**config.mk**
```make
export PLATFORM = sky130hd
export DESIGN_NAME = led_matrix_bitplane_pixel_store_unit
export DESIGN_NICKNAME = d
export VERILOG_FILES = /design/src/design/lmbp_pkg.sv /design/src/design/lmbp_map.sv /design/src/design/lmbp_store.sv /design/src/design/led_matrix_bitplane_pixel_store_unit.sv
export VERILOG_INCLUDE_DIRS = /design/src /design/src/design
export SDC_FILE = /design/constraint.sdc
export NUM_CORES = 1
export LEC_CHECK = 0
export BUFFER_PORTS_ARGS = -buffer_cell sky130_fd_sc_hd__buf_2
export CAP_MARGIN = 20
export CORE_UTILIZATION = 55
export CTS_CLUSTER_DIAMETER = 200
export DETAILED_ROUTE_END_ITERATION = 8
export HOLD_SLACK_MARGIN = 0.12
export PLACE_DENSITY = 0.77
export REMOVE_ABC_BUFFERS = 1
export SLEW_MARGIN = 20
export SYNTH_ARGS = -nofsm -noshare
export SYNTH_HDL_FRONTEND = slang
export SYNTH_SLANG_ARGS = --single-unit
```
**constraint.sdc**
```tcl
create_clock -name clk -period 5.4 [get_ports clk]
set_input_delay 1.08 -clock clk [delete_from_list [all_inputs] [get_ports clk]]
set_output_delay 1.08 -clock clk [all_outputs]
set_load 0.1 [all_outputs]
```
**src/design/assert_macros.svh**
```systemverilog
// ---------------------------------------------------------------------------
// assertion macros
// shared concurrent assertion forms for the bitplane pixel store
// ---------------------------------------------------------------------------
`ifndef ASSERT_MACROS_SVH
`define ASSERT_MACROS_SVH

// assertion on an explicit clock and active-low reset
`define LMBP_ASSERT_CLK(label, clk_sig, rst_n_sig, prop, msg) \
	label: assert property (@(posedge clk_sig) disable iff (!rst_n_sig) prop) \
		else $error(msg);

// assertion on the module clock clk and reset arst_n
`define LMBP_ASSERT(label, prop, msg) \
	`LMBP_ASSERT_CLK(label, clk, arst_n, prop, msg)

`endif

```
**src/design/lmbp_pkg.sv**
```systemverilog
// ---------------------------------------------------------------------------
// lmbp_pkg
// word types, op codes and register indexes of the bitplane pixel store
// ---------------------------------------------------------------------------
package lmbp_pkg;

	localparam int ROWS_PER_PLANE = 8;
	localparam int CFG_INDEX_W    = 4;
	localparam int CFG_DATA_W     = 2;

	typedef enum logic [1:0] {
		OP_WRITE = 2'd0,
		OP_READ  = 2'd1,
		OP_CLEAR = 2'd2
	} lmbp_op_t;

	localparam logic KIND_GRID = 1'b0;
	localparam logic KIND_READ = 1'b1;

	localparam logic [CFG_INDEX_W-1:0] CFG_FLIP_ROWS = 4'd0;
	localparam logic [CFG_INDEX_W-1:0] CFG_ROTATION  = 4'd1;

	typedef struct packed {
		logic [1:0]        op;
		logic signed [7:0] x;
		logic signed [7:0] y;
		logic [1:0]        color;
	} lmbp_in_t;

	typedef struct packed {
		logic       kind;
		logic [3:0] grid_index;
		logic [7:0] grid_data;
		logic [1:0] read_color;
		logic       last;
	} lmbp_out_t;

	typedef struct packed {
		logic pix_we;
		logic clr;
	} lmbp_store_ctl_t;

endpackage

```
**src/design/lmbp_map.sv**
```systemverilog
// ---------------------------------------------------------------------------
// lmbp_map
// logical to physical pixel mapping: optional row flip, then quarter turns
// ---------------------------------------------------------------------------
module lmbp_map #(
	parameter int MATRIX_WIDTH  = 8,
	parameter int MATRIX_HEIGHT = 8,
	parameter int COL_W         = 3,
	parameter int ROW_W         = 3
) (
	input  logic signed [7:0] x,
	input  logic signed [7:0] y,
	input  logic              flip_rows,
	input  logic [1:0]        rotation_quarters,
	output logic [COL_W-1:0]  px,
	output logic [ROW_W-1:0]  py,
	output logic              ok
);
	import lmbp_pkg::*;

	localparam logic signed [4:0] WM1 = 5'(MATRIX_WIDTH - 1);
	localparam logic signed [4:0] HM1 = 5'(MATRIX_HEIGHT - 1);
	localparam logic signed [4:0] WS  = 5'(MATRIX_WIDTH);
	localparam logic signed [4:0] HS  = 5'(MATRIX_HEIGHT);

	logic              log_ok;
	logic signed [4:0] xs;
	logic signed [4:0] ys;
	logic signed [4:0] yf;
	logic signed [4:0] xr;
	logic signed [4:0] yr;

	always_comb begin
		log_ok = !x[7] && !y[7] && (8'(x) < 8'(MATRIX_WIDTH)) && (8'(y) < 8'(MATRIX_HEIGHT));
		xs = $signed(x[4:0]);
		ys = $signed(y[4:0]);
		yf = flip_rows ? (HM1 - ys) : ys;
		case (rotation_quarters)
			2'd1: begin
				xr = WM1 - yf;
				yr = xs;
			end
			2'd2: begin
				xr = WM1 - xs;
				yr = WM1 - yf;
			end
			2'd3: begin
				xr = yf;
				yr = WM1 - xs;
			end
			default: begin
				xr = xs;
				yr = yf;
			end
		endcase
		ok = log_ok && (xr >= 5'sd0) && (xr < WS) && (yr >= 5'sd0) && (yr < HS);
		px = xr[COL_W-1:0];
		py = yr[ROW_W-1:0];
	end

endmodule

```
**src/design/lmbp_store.sv**
```systemverilog
// ---------------------------------------------------------------------------
// lmbp_store
// row registers holding every color plane of one physical row side by side
// ---------------------------------------------------------------------------
module lmbp_store #(
	parameter int MATRIX_WIDTH  = 8,
	parameter int MATRIX_HEIGHT = 8,
	parameter int PLANES        = 2,
	parameter int COL_W         = 3,
	parameter int ROW_W         = 3
) (
	input  logic                                 clk,
	input  logic                                 arst_n,
	input  lmbp_pkg::lmbp_store_ctl_t            ctl,
	input  logic [ROW_W-1:0]                     py,
	input  logic [COL_W-1:0]                     px,
	input  logic [1:0]                           color,
	output logic [PLANES-1:0][MATRIX_WIDTH-1:0]  cur_row,
	output logic [PLANES-1:0][MATRIX_WIDTH-1:0]  nxt_row
);
	import lmbp_pkg::*;

	logic [PLANES-1:0][MATRIX_WIDTH-1:0] rows_q [MATRIX_HEIGHT];

	always_comb begin
		cur_row = rows_q[py];
		nxt_row = cur_row;
		for (int p = 0; p < PLANES; p++) begin
			nxt_row[p][px] = color[p];
		end
	end

	always_ff @(posedge clk or negedge arst_n) begin
		if (!arst_n) begin
			for (int r = 0; r < MATRIX_HEIGHT; r++) begin
				rows_q[r] <= '0;
			end
		end else if (ctl.clr) begin
			for (int r = 0; r < MATRIX_HEIGHT; r++) begin
				rows_q[r] <= '0;
			end
		end else if (ctl.pix_we) begin
			rows_q[py] <= nxt_row;
		end
	end

endmodule

```
**src/design/led_matrix_bitplane_pixel_store_unit.sv**
```systemverilog
// ---------------------------------------------------------------------------
// led_matrix_bitplane_pixel_store_unit
// bitplane frame buffer for a small led matrix with row flip and rotation
//
//   channel  handshake              word
//   cmd      cmd_valid / cmd_stall  lmbp_in_t: op, x, y, color
//   res      res_valid / res_stall  lmbp_out_t: kind, grid_index, grid_data,
//                                   read_color, last
//   cfg      cfg_valid / cfg_ready  cfg_index, cfg_value
//
// a command is held in one input register and emits one result word per
// cycle while res is not stalled into the output register: a write emits
// PLANES words, a read one, a clear MATRIX_HEIGHT, a dropped command none
// the next command is taken in the cycle of its last word or its drop
// reset clears the row store and control registers at once, no clearing pass
// a stall on res holds the output word and the command in progress
// ---------------------------------------------------------------------------
module led_matrix_bitplane_pixel_store_unit #(
	parameter int MATRIX_WIDTH  = 8,
	parameter int MATRIX_HEIGHT = 8,
	parameter int PLANES        = 2
) (
	input  logic                                    clk,
	input  logic                                    arst_n,
	input  logic                                    cmd_valid,
	output logic                                    cmd_stall,
	input  lmbp_pkg::lmbp_in_t                      cmd_word,
	output logic                                    res_valid,
	input  logic                                    res_stall,
	output lmbp_pkg::lmbp_out_t                     res_word,
	input  logic                                    cfg_valid,
	output logic                                    cfg_ready,
	input  logic [lmbp_pkg::CFG_INDEX_W-1:0]        cfg_index,
	input  logic [lmbp_pkg::CFG_DATA_W-1:0]         cfg_value
);
	import lmbp_pkg::*;

	localparam int COL_W = $clog2(MATRIX_WIDTH);
	localparam int ROW_W = $clog2(MATRIX_HEIGHT);
	localparam int CNT_W = $clog2(MATRIX_HEIGHT);

	logic                                 flip_q;
	logic [1:0]                           rot_q;
	logic                                 busy_s1;
	lmbp_in_t                             word_s1;
	logic [CNT_W-1:0]                     cnt_q;
	logic                                 res_valid_q;
	lmbp_out_t                            res_word_q;

	logic [COL_W-1:0]                     px;
	logic [ROW_W-1:0]                     py;
	logic                                 map_ok;
	logic [PLANES-1:0][MATRIX_WIDTH-1:0]  cur_row;
	logic [PLANES-1:0][MATRIX_WIDTH-1:0]  nxt_row;
	lmbp_store_ctl_t                      st_ctl;

	logic                                 cmd_acc;
	logic                                 out_free;
	logic                                 emit;
	logic                                 drop;
	logic                                 done;
	lmbp_out_t                            r;
	logic [1:0]                           rd_color;

	lmbp_map #(
		.MATRIX_WIDTH  (MATRIX_WIDTH),
		.MATRIX_HEIGHT (MATRIX_HEIGHT),
		.COL_W         (COL_W),
		.ROW_W         (ROW_W)
	) u_map (
		.x                 (word_s1.x),
		.y                 (word_s1.y),
		.flip_rows         (flip_q),
		.rotation_quarters (rot_q),
		.px                (px),
		.py                (py),
		.ok                (map_ok)
	);

	lmbp_store #(
		.MATRIX_WIDTH  (MATRIX_WIDTH),
		.MATRIX_HEIGHT (MATRIX_HEIGHT),
		.PLANES        (PLANES),
		.COL_W         (COL_W),
		.ROW_W         (ROW_W)
	) u_store (
		.clk     (clk),
		.arst_n  (arst_n),
		.ctl     (st_ctl),
		.py      (py),
		.px      (px),
		.color   (word_s1.color),
		.cur_row (cur_row),
		.nxt_row (nxt_row)
	);

	assign cfg_ready = 1'b1;
	assign out_free  = !res_valid_q || !res_stall;
	assign cmd_acc   = cmd_valid && !cmd_stall;
	assign cmd_stall = busy_s1 && !done;
	assign res_valid = res_valid_q;
	assign res_word  = res_word_q;

	// result word for the current count
	always_comb begin
		r        = '0;
		rd_color = '0;
		drop     = 1'b0;
		emit     = 1'b0;
		st_ctl   = '0;
		for (int p = 0; p < PLANES; p++) begin
			rd_color[p] = map_ok && cur_row[p][px];
		end
		case (word_s1.op)
			OP_WRITE: begin
				if (map_ok) begin
					emit = busy_s1 && out_free;
					r.kind = KIND_GRID;
					for (int p = 0; p < PLANES; p++) begin
						if (cnt_q == CNT_W'(p)) begin
							r.grid_index = 4'(ROWS_PER_PLANE * p + int'(py));
							r.grid_data  = 8'(nxt_row[p]);
						end
					end
					r.last = (cnt_q == CNT_W'(PLANES - 1));
					st_ctl.pix_we = emit;
				end else begin
					drop = busy_s1;
				end
			end
			OP_READ: begin
				emit = busy_s1 && out_free;
				r.kind = KIND_READ;
				r.read_color = rd_color;
				r.last = 1'b1;
			end
			OP_CLEAR: begin
				emit = busy_s1 && out_free;
				r.kind = KIND_GRID;
				r.grid_index = 4'(cnt_q);
				r.last = (cnt_q == CNT_W'(MATRIX_HEIGHT - 1));
				st_ctl.clr = emit;
			end
			default: begin
				drop = busy_s1;
			end
		endcase
	end

	assign done = drop || (emit && r.last);

	always_ff @(posedge clk or negedge arst_n) begin
		if (!arst_n) begin
			flip_q <= 1'b0;
			rot_q  <= 2'd0;
		end else if (cfg_valid) begin
			unique case (cfg_index)
				CFG_FLIP_ROWS: flip_q <= cfg_value[0];
				CFG_ROTATION:  rot_q  <= cfg_value[1:0];
				default: ;
			endcase
		end
	end

	always_ff @(posedge clk or negedge arst_n) begin
		if (!arst_n) begin
			busy_s1     <= 1'b0;
			cnt_q       <= '0;
			res_valid_q <= 1'b0;
		end else begin
			if (cmd_acc) begin
				busy_s1 <= 1'b1;
			end else if (done) begin
				busy_s1 <= 1'b0;
			end
			if (cmd_acc || done) begin
				cnt_q <= '0;
			end else if (emit) begin
				cnt_q <= cnt_q + 1'b1;
			end
			if (emit) begin
				res_valid_q <= 1'b1;
			end else if (!res_stall) begin
				res_valid_q <= 1'b0;
			end
		end
	end

	always_ff @(posedge clk) begin
		if (cmd_acc) begin
			word_s1 <= cmd_word;
		end
		if (emit) begin
			res_word_q <= r;
		end
	end

	`include "assert_macros.svh"

	`LMBP_ASSERT(a_cnt_range, busy_s1 |-> (int'(cnt_q) < MATRIX_HEIGHT), "count out of range")
	`LMBP_ASSERT(a_read_last, (res_valid_q && res_word_q.kind == KIND_READ) |-> res_word_q.last, "read answer not last")
	`LMBP_ASSERT(a_free_after_last, (done && !cmd_acc) |=> !busy_s1, "command held after last word")
	`LMBP_ASSERT(a_emit_needs_cmd, emit |-> busy_s1, "word emitted with no command")

endmodule
```
# [Word-level counts from Yosys, hierarchy flattened]
# Index checks and enable logic that the tools add are counted.
[word_totals] ff_bits=172 inputBits=31 wordCells=127 output_inout_bits=19
[op_classes] bitwise=1 n_mux=38 add_sub_neg=5 n_reduce_logical=34 order_cmp=10 eq_ne=9
[ops] operator="$mux 128" n=2
[ops] operator="$bwmux 128" n=1
[ops] operator="$bmux 16 s3" n=1
[ops] operator="$demux 16 s3" n=1
[ops] operator="$mux 16" n=3
[ops] operator="$pmux 5 s3" n=2
[ops] operator="$mux 12" n=2
[ops] operator="$bwmux 8" n=2
[ops] operator="$lt 8x5->1 const B" n=2
[ops] operator="$logic_and 1x1->1" n=15
[ops] operator="$sub 4x5->5 const A" n=3
[ops] operator="$mux 1" n=12
[ops] operator="$mux 11" n=1
[ops] operator="$ge 5x1->1 const B" n=2
[ops] operator="$lt 5x5->1 const B" n=2
[ops] operator="$pmux 4 s2" n=1
[ops] operator="$bmux 1 s3" n=2
[ops] operator="$eq 2x2->1 const B" n=3
[ops] operator="$logic_not 1->1" n=6
[ops] operator="$mux 3" n=2
[ops] operator="$pmux 1 s2" n=3
[ops] operator="$reduce_and 2->1" n=3
[ops] operator="$reduce_bool 2->1" n=3
[ops] operator="$mux 5" n=1
[ops] operator="other kinds (19)" n=22

# [Longest topological paths before layout]
# Gate-level depths: netlist of the first run.
[logic_depth] word_depth=19 mapped_depth=11

# [Cells and area by module]
# A second synthesis of the first run with hierarchy kept.
[unflattened] cells_unflattened=802 area_unflattened_um2=8483.1
[by_module_without_submodules] mod="lmbp_store" seq_area_each_um2=3203.1 area_per_inst_um2=6371.1 n_inst=1 cells_each=660
[by_module_without_submodules] mod="led_matrix_bitplane_pixel_store_unit" seq_area_each_um2=1281.2 area_per_inst_um2=1925.6 n_inst=1 cells_each=119
[by_module_without_submodules] mod="lmbp_map" seq_area_each_um2=0.0 area_per_inst_um2=186.4 n_inst=1 cells_each=23

# [Worst setup path after synthesis of the first run]
# Ideal clock, no wire load.
[synth_path] path_kind="register -> register" startpoint="reg word_s1[14] (netlist bit)" endpoint="reg word_s1[0] (netlist bit), enable pin" stages_incl_launch_ff=9 arrival_ns=3.390 synth_period_minus_slack_ns=3.786 required_time_ns=5.003 setup_slack_ns=1.614 path_cell_list="edfxtp_1 or4_1 nor4_4 nand4_1 a21o_1 o21a_1 nand2_1 inv_1 nor2_1"
[synth_between] elab_chain_cells=15
[synth_lines] item="from (decl)" line="led_matrix_bitplane_pixel_store_unit.sv:45" text="lmbp_in_t word_s1;"
[synth_lines] item="from (signal assigned)" line="led_matrix_bitplane_pixel_store_unit.sv:191" text="word_s1 <= cmd_word;"
[synth_lines] item="$sub 4x5->5 or $lt 8x5->1 (tied branches)" line="lmbp_map.sv:44, lmbp_map.sv:49, lmbp_map.sv:34"
[synth_lines] item="$pmux 5 s3 or $logic_and 1x1->1 (tied branches)" line="lmbp_map.sv:38, lmbp_map.sv:34"
[synth_lines] item="$ge 5x1->1 or $logic_and 1x1->1 (tied branches)" line="lmbp_map.sv:56, lmbp_map.sv:34"
[synth_lines] item="$logic_and 1x1->1 (3 in a row)" line="lmbp_map.sv:56" text="ok = log_ok && (xr >= 5'sd0) && (xr < WS) && (yr >= 5'sd0) && (yr < HS);"
[synth_lines] item="$logic_and 1x1->1 *" line="lmbp_map.sv:56"
[synth_lines] item="$mux 1" line="led_matrix_bitplane_pixel_store_unit.sv:116" text="if (map_ok) begin"
[synth_lines] item="$pmux 1 s3 or $pmux 1 s2 (tied branches)" line="led_matrix_bitplane_pixel_store_unit.sv:114" text="case (word_s1.op)"
[synth_lines] item="$logic_and 1x1->1" line="led_matrix_bitplane_pixel_store_unit.sv:150" text="assign done = drop || (emit && r.last);"
[synth_lines] item="$logic_or 1x1->1 *" line="led_matrix_bitplane_pixel_store_unit.sv:150"
[synth_lines] item="$logic_not 1->1 *" line="led_matrix_bitplane_pixel_store_unit.sv:100" text="assign cmd_stall = busy_s1 && !done;"
[synth_lines] item="$logic_and 1x1->1 *" line="led_matrix_bitplane_pixel_store_unit.sv:100"
[synth_lines] item="via cmd_stall" line="led_matrix_bitplane_pixel_store_unit.sv:26" text="output logic cmd_stall,"
[synth_lines] item="$logic_not 1->1 *" line="led_matrix_bitplane_pixel_store_unit.sv:99" text="assign cmd_acc = cmd_valid && !cmd_stall;"
[synth_lines] item="$logic_and 1x1->1 *" line="led_matrix_bitplane_pixel_store_unit.sv:99"
[synth_lines] item="via cmd_acc" line="led_matrix_bitplane_pixel_store_unit.sv:57" text="logic cmd_acc;"
# Mark *: on every way through the listed nets, which the timed path passes. The rest lies on a longest branch.
# A chain may end at the register's enable or synchronous reset.

# [Final worst setup path of the first run]
[layout_path] startpoint="reg word_s1[14] (netlist bit)" endpoint="out cmd_stall"
[layout_between] elab_chain_cells=13
[layout_lines] item="$sub 4x5->5 or $lt 8x5->1 (tied branches)" line="lmbp_map.sv:44, lmbp_map.sv:49, lmbp_map.sv:34"
[layout_lines] item="$pmux 5 s3 or $logic_and 1x1->1 (tied branches)" line="lmbp_map.sv:38, lmbp_map.sv:34"
[layout_lines] item="$ge 5x1->1 or $logic_and 1x1->1 (tied branches)" line="lmbp_map.sv:56, lmbp_map.sv:34"
[layout_lines] item="$logic_and 1x1->1 (3 in a row)" line="lmbp_map.sv:56"
[layout_lines] item="$logic_and 1x1->1 *" line="lmbp_map.sv:56"
[layout_lines] item="$mux 1" line="led_matrix_bitplane_pixel_store_unit.sv:116"
[layout_lines] item="$pmux 1 s3 or $pmux 1 s2 (tied branches)" line="led_matrix_bitplane_pixel_store_unit.sv:114"
[layout_lines] item="$logic_and 1x1->1" line="led_matrix_bitplane_pixel_store_unit.sv:150"
[layout_lines] item="$logic_or 1x1->1 *" line="led_matrix_bitplane_pixel_store_unit.sv:150"
[layout_lines] item="$logic_not 1->1 *" line="led_matrix_bitplane_pixel_store_unit.sv:100"
[layout_lines] item="$logic_and 1x1->1 *" line="led_matrix_bitplane_pixel_store_unit.sv:100"
[layout_lines] item="to (decl)" line="led_matrix_bitplane_pixel_store_unit.sv:26"
# Every way passes the cells marked *; elsewhere a longest branch is shown, timed or not.

==> summary.md, run 1 <==
| Metric | Value |
|---|---|
| Clock Skews | 0.00787 ns |
| CTS root buf | clkbuf_16 |
| Met3 Use GR | between 8 and 9% |
| Routed Antenna Nets | 0 |
| CTS clock-pin slew for the worst setup and hold paths | about 0.06 ns |
| Buffer depth of the longest clock path | 2 |
| Final Util | a little under two thirds |
| Crit path required time | 4.32 ns |
| DRT Wirelength | 22000 µm |
| Share of post-route cells with drive strength above 1 | between 10% and 20% |
| Critical Path Source Type | flop |
| Nets | around 800 |
| TNS Setup | 0 ns |
| Die Height | 123 µm |
| Most frequent cells in the layout | nand2_1 (138), dfrtp_1 (136), a22o_1 (101) |
| Clock sinks | around 170 |
| Crit path time final | 4.12 ns |
| RSZ-0062 raised after global routing | false |
| Status | finished clean |
| Yosys warns | 0 |
| Core footprint | 14000 µm² |
| Finished Cell Area | around 9000 µm² |
| DRC viols | 0 |
| Worst rel slew slack | 15.6% |
| Die W | 123 µm |
| Avg Vias per Cell | 6.75 |
| Slew Limit Fails | 0 |
| Cts repair resizes | 0 |
| Top FF cell, synth | dfrtp_1 |
| First DRT Iteration DRCs | approximately 900 |
| GRT Util Overall | between 30% and 40% |
| Synth cell types | 55 |
| Placed inst area | ~8400 µm² |
| Setup-failing EPs final | 0 |
| Tightest Pin Transition | 1.26 ns |
| Hold Violations, Final | 0 |
| Syn Area/Cell | 11.1 µm² |
| Number of port buffers | between 40 and 50 |
| Top cell type's share of synthesized area | 42.4% |
| I/O pin cnt | 50 |
| Fmax | 243 MHz |
| Synth area leader | dfrtp_1 |
| Total grt overflow | 0 |
| Sequential share of the synthesized area | approximately 56% |
| Initial antenna violation count | 0 |
| CP max FO | 6 |
| Worst-Skew Late Latency | 0.43 ns |
| Largest net degree at the start of global routing | 57 |
| Top post-synthesis cells by area | dfrtp_1 (42%), edfxtp_1 (13%), a22o_1 (11%), nand2_1 (6.5%), mux2_2 (2.7%) |
| DIE AREA | ~15000 µm² |
| Post-synthesis register bit count | about 170 |
| Detailed Place HPWL | around 14000 µm |
| Async set or reset register ratio after synthesis | 79.1% |
| Crit path capture type | output pin |
| Netlist Area Pre-Place | 8030 µm² |
| Max VDD drop | approximately 370 µV |
| Power density cells | 467 nW/µm² |
| First-pass GRT wire length | 34400 µm |
| Placer Congestion | 0.926 |
| H-tree Lvls | 4 |
| Antenna diode count | 0 |
| Via total after detailed routing | 6412 |
| Final period util | between 70% and 80% |
| Commonest non-fill, non-tap cell in the layout | nand2_1 |
| Crit path DAT | 3.04 ns |
| TritonCTS clock tree | built |
| EDFF count, synth | 36 |
| Number of global-route vias before repair | 6319 |
| GRT busiest layer | met2 |
| Met1 Use GR | 40.8% |
| Crit Path Category | reg2out |
| Core Rows | 43 |
| Hold-fix buffers, CTS | 0 |
| CTS Buf Count | 17 |
| Post-CTS setup repair buffer count | 0 |
| Worst Hold Class | reg2reg |
| Syn-to-layout area delta | 11.8% |
| Final hold slack | between 0.4 and 0.5 ns |
| First drt pass iteration count | 5 |
| Met2 Use GR | 47.8% |
| WL/cell | 23.1 µm |
| Initial Utilization | 57.2% |
| Post-Synthesis Cells | between 700 and 800 |
| LEAKAGE | 0.00388 µW |
| Max-Cap Viols | 0 |
==> cells in the mapped netlist (3+ instances only) <==
cell,instances
a21oi_1,16
a21oi_2,4
a221oi_1,15
a22o_1,101
a22oi_1,5
buf_2,24
buf_4,8
clkbuf_1,5
dfrtp_1,136
edfxtp_1,36
ha_1,8
inv_1,7
mux2_2,19
mux2i_1,13
mux2i_4,3
nand2_1,138
nand3_1,33
nand4_1,7
nor2_1,35
nor2b_1,3
nor3_1,3
o21ai_0,36
o21ai_1,6
o21ai_2,5
o22ai_1,4
xnor2_1,7
xor2_1,5
==> cell type report <==
class                           count  area (µm²)
Clock buffer                       21         440
Clock inverter                     11         144
Fill cell                        1041        5070
Inverter                            9        33.8
Multi-Input combinational cell    501        3340
Sequential cell                   172        4480
Tap cell                          180         225
Timing Repair Buffer               56         307
==> flip-flops by register name, summed over array words and instances, names as in the netlist <==
name	flops
u_store.rows_q	128
word_s1	20
res_word	16
cnt_q	3
rot_q	2
busy_s1	1
flip_q	1
res_valid	1
==> cell families after synthesis <==
| group | synth area share [%] |
|---|---|
| other | 0.0467 |
| muxes | 5.13 |
| AOI/OAI and AO/OA | 19.9 |
| and+or+nand+nor | 12.5 |
| buffers and inverters | 3.09 |
| DFF | 55.9 |
| xor gates and xnor gates | 2.26 |
| adders and majority gates | 1.25 |
==> metal layers <==
metal / wire length [µm] / part of all wire, %
met1: 8860 / 40
met2: 10200 / 46
met3: 2200 / 10
met4: 728 / 3.3
met5: 0 / 0
==> worst paths after layout <==
path | startpoint | end | slack [ns] | depth (start not counted)
setup / recovery | word_s1[14]$_DFFE_PP_ | cmd_stall | 1.28 | 8
hold / removal | u_store.rows_q[85]$_DFFE_PN0P_ | u_store.rows_q[85]$_DFFE_PN0P_ | 0.48 | 2
setup reg to reg | rot_q[0]$_DFFE_PN0P_ | u_store.rows_q[112]$_DFFE_PN0P_ | 1.71 | 7
hold reg to reg | u_store.rows_q[85]$_DFFE_PN0P_ | u_store.rows_q[85]$_DFFE_PN0P_ | 0.48 | 2
max in group asynchronous | arst_n | cnt_q[1]$_DFFE_PN0P_ | 3.78 | 2
min in group asynchronous | arst_n | u_store.rows_q[73]$_DFFE_PN0P_ | 0.56 | 1
==> power by group <==
group / internal (µW) / total, µW / switching, µW
sequential: 1380 / 1420 / 44.5
clock: 726 / 1230 / 507
combinational: 355 / 1540 / 1180
==> through the flow <==
| stage | cells | power (µW) | setup slack, ns |
|---|---|---|---|
| after floorplan | 682 | 2460 | 1.45 |
| after global placement | 917 | 2890 | 1.87 |
| after detailed placement | 918 | 2930 | 1.78 |
| after CTS | 950 | 4150 | 1.29 |
| after global routing | 950 | 4330 | 1.16 |
| final | 950 | 4190 | 1.28 |
==> worst max-delay path, cell delays in order, from the launching register on <==
cell,delay (ns)
edfxtp_1,0.37
or4_1,0.59
nor4_4,0.40
nand4_1,0.31
a21o_1,0.30
o21a_1,0.21
nand2_1,0.09
inv_1,0.05
buf_2,0.28
No activity file was read; power rests on OpenSTA's default activity.
==> inputs of run 2 (changes only) <==
--- a/config.mk
+++ b/config.mk
@@ -12,7 +12,7 @@
 export CTS_CLUSTER_DIAMETER = 200
 export DETAILED_ROUTE_END_ITERATION = 8
 export HOLD_SLACK_MARGIN = 0.12
-export PLACE_DENSITY = 0.77
+export PLACE_DENSITY = 0.8
 export REMOVE_ABC_BUFFERS = 1
 export SLEW_MARGIN = 20
 export SYNTH_ARGS = -nofsm -noshare
==> constraint.sdc (replaced) <==
create_clock -name clk -period 3.4 [get_ports clk]
set_input_delay 0.68 -clock clk [delete_from_list [all_inputs] [get_ports clk]]
set_output_delay 0.68 -clock clk [all_outputs]
set_load 0.1 [all_outputs]
==> run 2 against run 1 <==
Effect of this change:
- worst setup slack got worse by 1.2 ns
- wire length increased by 3.5%
- clock skew increased by 0.0014 ns
- die area unchanged
- power increased by 69%
- final area increased by 4.5%
- clock power increased by 74%
- worst hold slack got worse by 0.32 ns
- critical path depth unchanged
- final cell count increased by 4.1%
- first-iteration DRC count decreased by 21%
- global-route usage increased by 0.88 points
- critical path type unchanged
==> summary.md, run 2 (synthesis results as in run 1) <==
| Metric | Value |
|---|---|
| Status | finished clean |
| WL/cell | 23.0 µm (-0.56%) |
| Commonest non-fill, non-tap cell in the layout | nand2_1 |
| Clock sinks | 172 (unchanged) |
| Die W | 123 µm (unchanged) |
| Setup-failing EPs final | 0 (unchanged) |
| Worst Hold Class | in2async |
| Die Height | 123 µm (unchanged) |
| GRT Util Overall | 31.6% (+0.88 points) |
| Max VDD drop | 382 µV (+3.9%) |
| Via total after detailed routing | 6531 (+1.9%) |
| DRC viols | 0 (unchanged) |
| Hold-fix buffers, CTS | 0 (unchanged) |
| Reg with most FFs | u_store.rows_q |
| CP max stage delay | 0.53 ns (-0.06 ns) |
| Slowest-stage cell, CP | or4_4 |
| Most frequent cells in the layout | nand2_1 (137), dfrtp_1 (136), a22o_1 (101) |
| CP top delay family | simple AND/OR/NAND/NOR gates |
| CP max FO | 3 (-3) |
| Crit Path Category | reg2out |
| H-tree Lvls | 4 (unchanged) |
| Number of global-route vias before repair | 6575 (+4.1%) |
| Initial Utilization | 57.2% (unchanged) |
| Nets | 835 (+4.9%) |
| Max-Cap Viols | 0 (unchanged) |
| Crit path DAT | 2.61 ns (-0.43 ns) |
| Largest register FFs | 128 (unchanged) |
| Crit path required time | 2.72 ns (-1.60 ns) |
| Avg Vias per Cell | 6.60 (-2.2%) |
| Placer Congestion | 0.940 (+1.5%) |
| CTS Buf Count | 17 (unchanged) |
| First DRT Iteration DRCs | 731 (-21%) |
| Initial antenna violation count | 0 (unchanged) |
| Tightest Pin Transition | 1.00 ns (-0.260 ns) |
| Power density cells | 757 nW/µm² (+62%) |
| Total grt overflow | 0 (unchanged) |
| Number of port buffers | 48 (unchanged) |
| DIE AREA | 15100 µm² (unchanged) |
| Worst rel slew slack | 33.0% (+17 points) |
| Met3 Use GR | 8.74% (unchanged) |
| TritonCTS clock tree | built |
| Worst R2R End | res_word[1]$_SDFFCE_PN0P_ |
| Overall power | 7100 µW (+69%) |
| Clock Skews | 0.00930 ns (+0.00143 ns) |
| Met2 Use GR | 49.7% (+1.9 points) |
| Detailed Place HPWL | 15200 µm (+7.7%) |
| Finished Cell Area | 9380 µm² (+4.5%) |
| Syn-to-layout area delta | 16.9% |
| Worst-Skew Late Latency | 0.43 ns (about the same) |
| CTS root buf | clkbuf_16 |
| Core footprint | 14000 µm² (unchanged) |
| Crit path time final | 3.29 ns |
| Crit path buf inv count | 2 (unchanged) |
| Share of post-route cells with drive strength above 1 | 21.9% (+4.1 points) |
| Worst-path cell chain | or4_4, nor4_4, nand4_1, a21o_1, o21a_1, nand2_2, inv_2, buf_12 |
| DRT Wirelength | 22700 µm (+3.5%) |
| R2R setup slack | 0.18 ns (-1.53 ns) |
| First-pass GRT wire length | 35100 µm (+2.2%) |
| TNS Setup | 0 ns (unchanged) |
| Final period util | a little over nine tenths |
| Crit path capture type | output pin |
| R2r worst-path depth | 10 (+3) |
| Post-route setup slack | 0.106 ns (-1.18 ns) |
| # fillers | 993 (-4.6%) |
| I/O pin cnt | 50 (unchanged) |
| First drt pass iteration count | 6 (+1) |
| Routed Antenna Nets | 0 (unchanged) |
| GRT busiest layer | met2 |
| Placed inst area | 8650 µm² (+3.2%) |
| Antenna diode count | 0 (unchanged) |
| Final Util | 66.8% (+2.9 points) |
| Core Rows | 43 (unchanged) |
| Largest net degree at the start of global routing | 72 (+26%) |
| Fmax | just over 300 MHz |
| Hold Violations, Final | 0 (unchanged) |
| LEAKAGE | 0.00414 µW (+6.6%) |
| CTS clock-pin slew for the worst setup and hold paths | 0.06 ns (about the same) |
| Critical Path Source Type | flop |
| Met1 Use GR | 40.9% (+0.11 points) |
| RR Startpoint | flip_q$_DFFE_PN0P_ |
| Buffer depth of the longest clock path | 2 (unchanged) |
| Post-placement setup slack | 0.255 ns (-1.52 ns) |
| Slew Limit Fails | 0 (unchanged) |
==> run 2: cell types whose count changed in the layout (fill, tap and decap cells not counted), sizes merged <==
| cell | before | now |
|---|---|---|
| buf | 56 | 95 |
| clkinvlp | 3 | 1 |
| bufinv | 3 | 4 |
| inv | 9 | 8 |
| clkbuf | 21 | 23 |
==> run 2: through the flow <==
stage	hold WS, ns	instances
finish	0.157	989
global route	0.170	989
floorplan	0.384	682
detailed placement	0.468	951
CTS	0.157	984
global placement	0.461	951
==> run 2: final cells by class <==
| cell class | instances | area [µm²] | share of cell area, % |
|---|---|---|---|
| multi-input combinational | 501 | 3320 | 35.4 |
| inverter | 9 | 38.8 | 0.413 |
| clock buffer | 23 | 498 | 5.31 |
| clock inverter | 9 | 159 | 1.69 |
| tap | 180 | 225 | 2.40 |
| sequential | 172 | 4480 | 47.8 |
| timing repair buffer | 95 | 661 | 7.04 |
==> run 2: metal layers <==
| layer | vias up | wire length (µm) |
|---|---|---|
| met2 | 404 | 10800 |
| met1 | 3249 | 9090 |
| met5 | - | 0 |
| li1 | 2807 | - |
| met3 | 71 | 2050 |
| met4 | 0 | 817 |
==> run 2: repair_timing <==
item / CTS / global route
pin swaps: 1 / 4
setup endpoints to repair: 1 / 1
resized for setup: 2 / 9
buffers inserted: 1 / 5
==> run 2: worst max-delay path by stage <==
stage	start	cells after the start	slack [ns]	endpoint
global placement	flip_q$_DFFE_PN0P_	10	0.26	res_word[1]$_SDFFCE_PN0P_
global route	word_s1[14]$_DFFE_PP_	8	-0.02	cmd_stall
floorplan	flip_q$_DFFE_PN0P_	8	-0.55	res_word[3]$_SDFFCE_PN0P_
CTS	word_s1[17]$_DFFE_PP_	9	0.005	cmd_stall
finish	word_s1[13]$_DFFE_PP_	8	0.11	cmd_stall
detailed placement	flip_q$_DFFE_PN0P_	10	0.25	res_word[1]$_SDFFCE_PN0P_
==> run 2: power breakdown <==
group / internal (µW) / total, µW / switching, µW / leakage [µW]
Clock: 1330 / 2140 / 811 / 0.000320
Combinational: 744 / 2710 / 1970 / 0.00159
Sequential: 2190 / 2250 / 63.0 / 0.00223
Total: 4260 / 7100 / 2840 / 0.00414
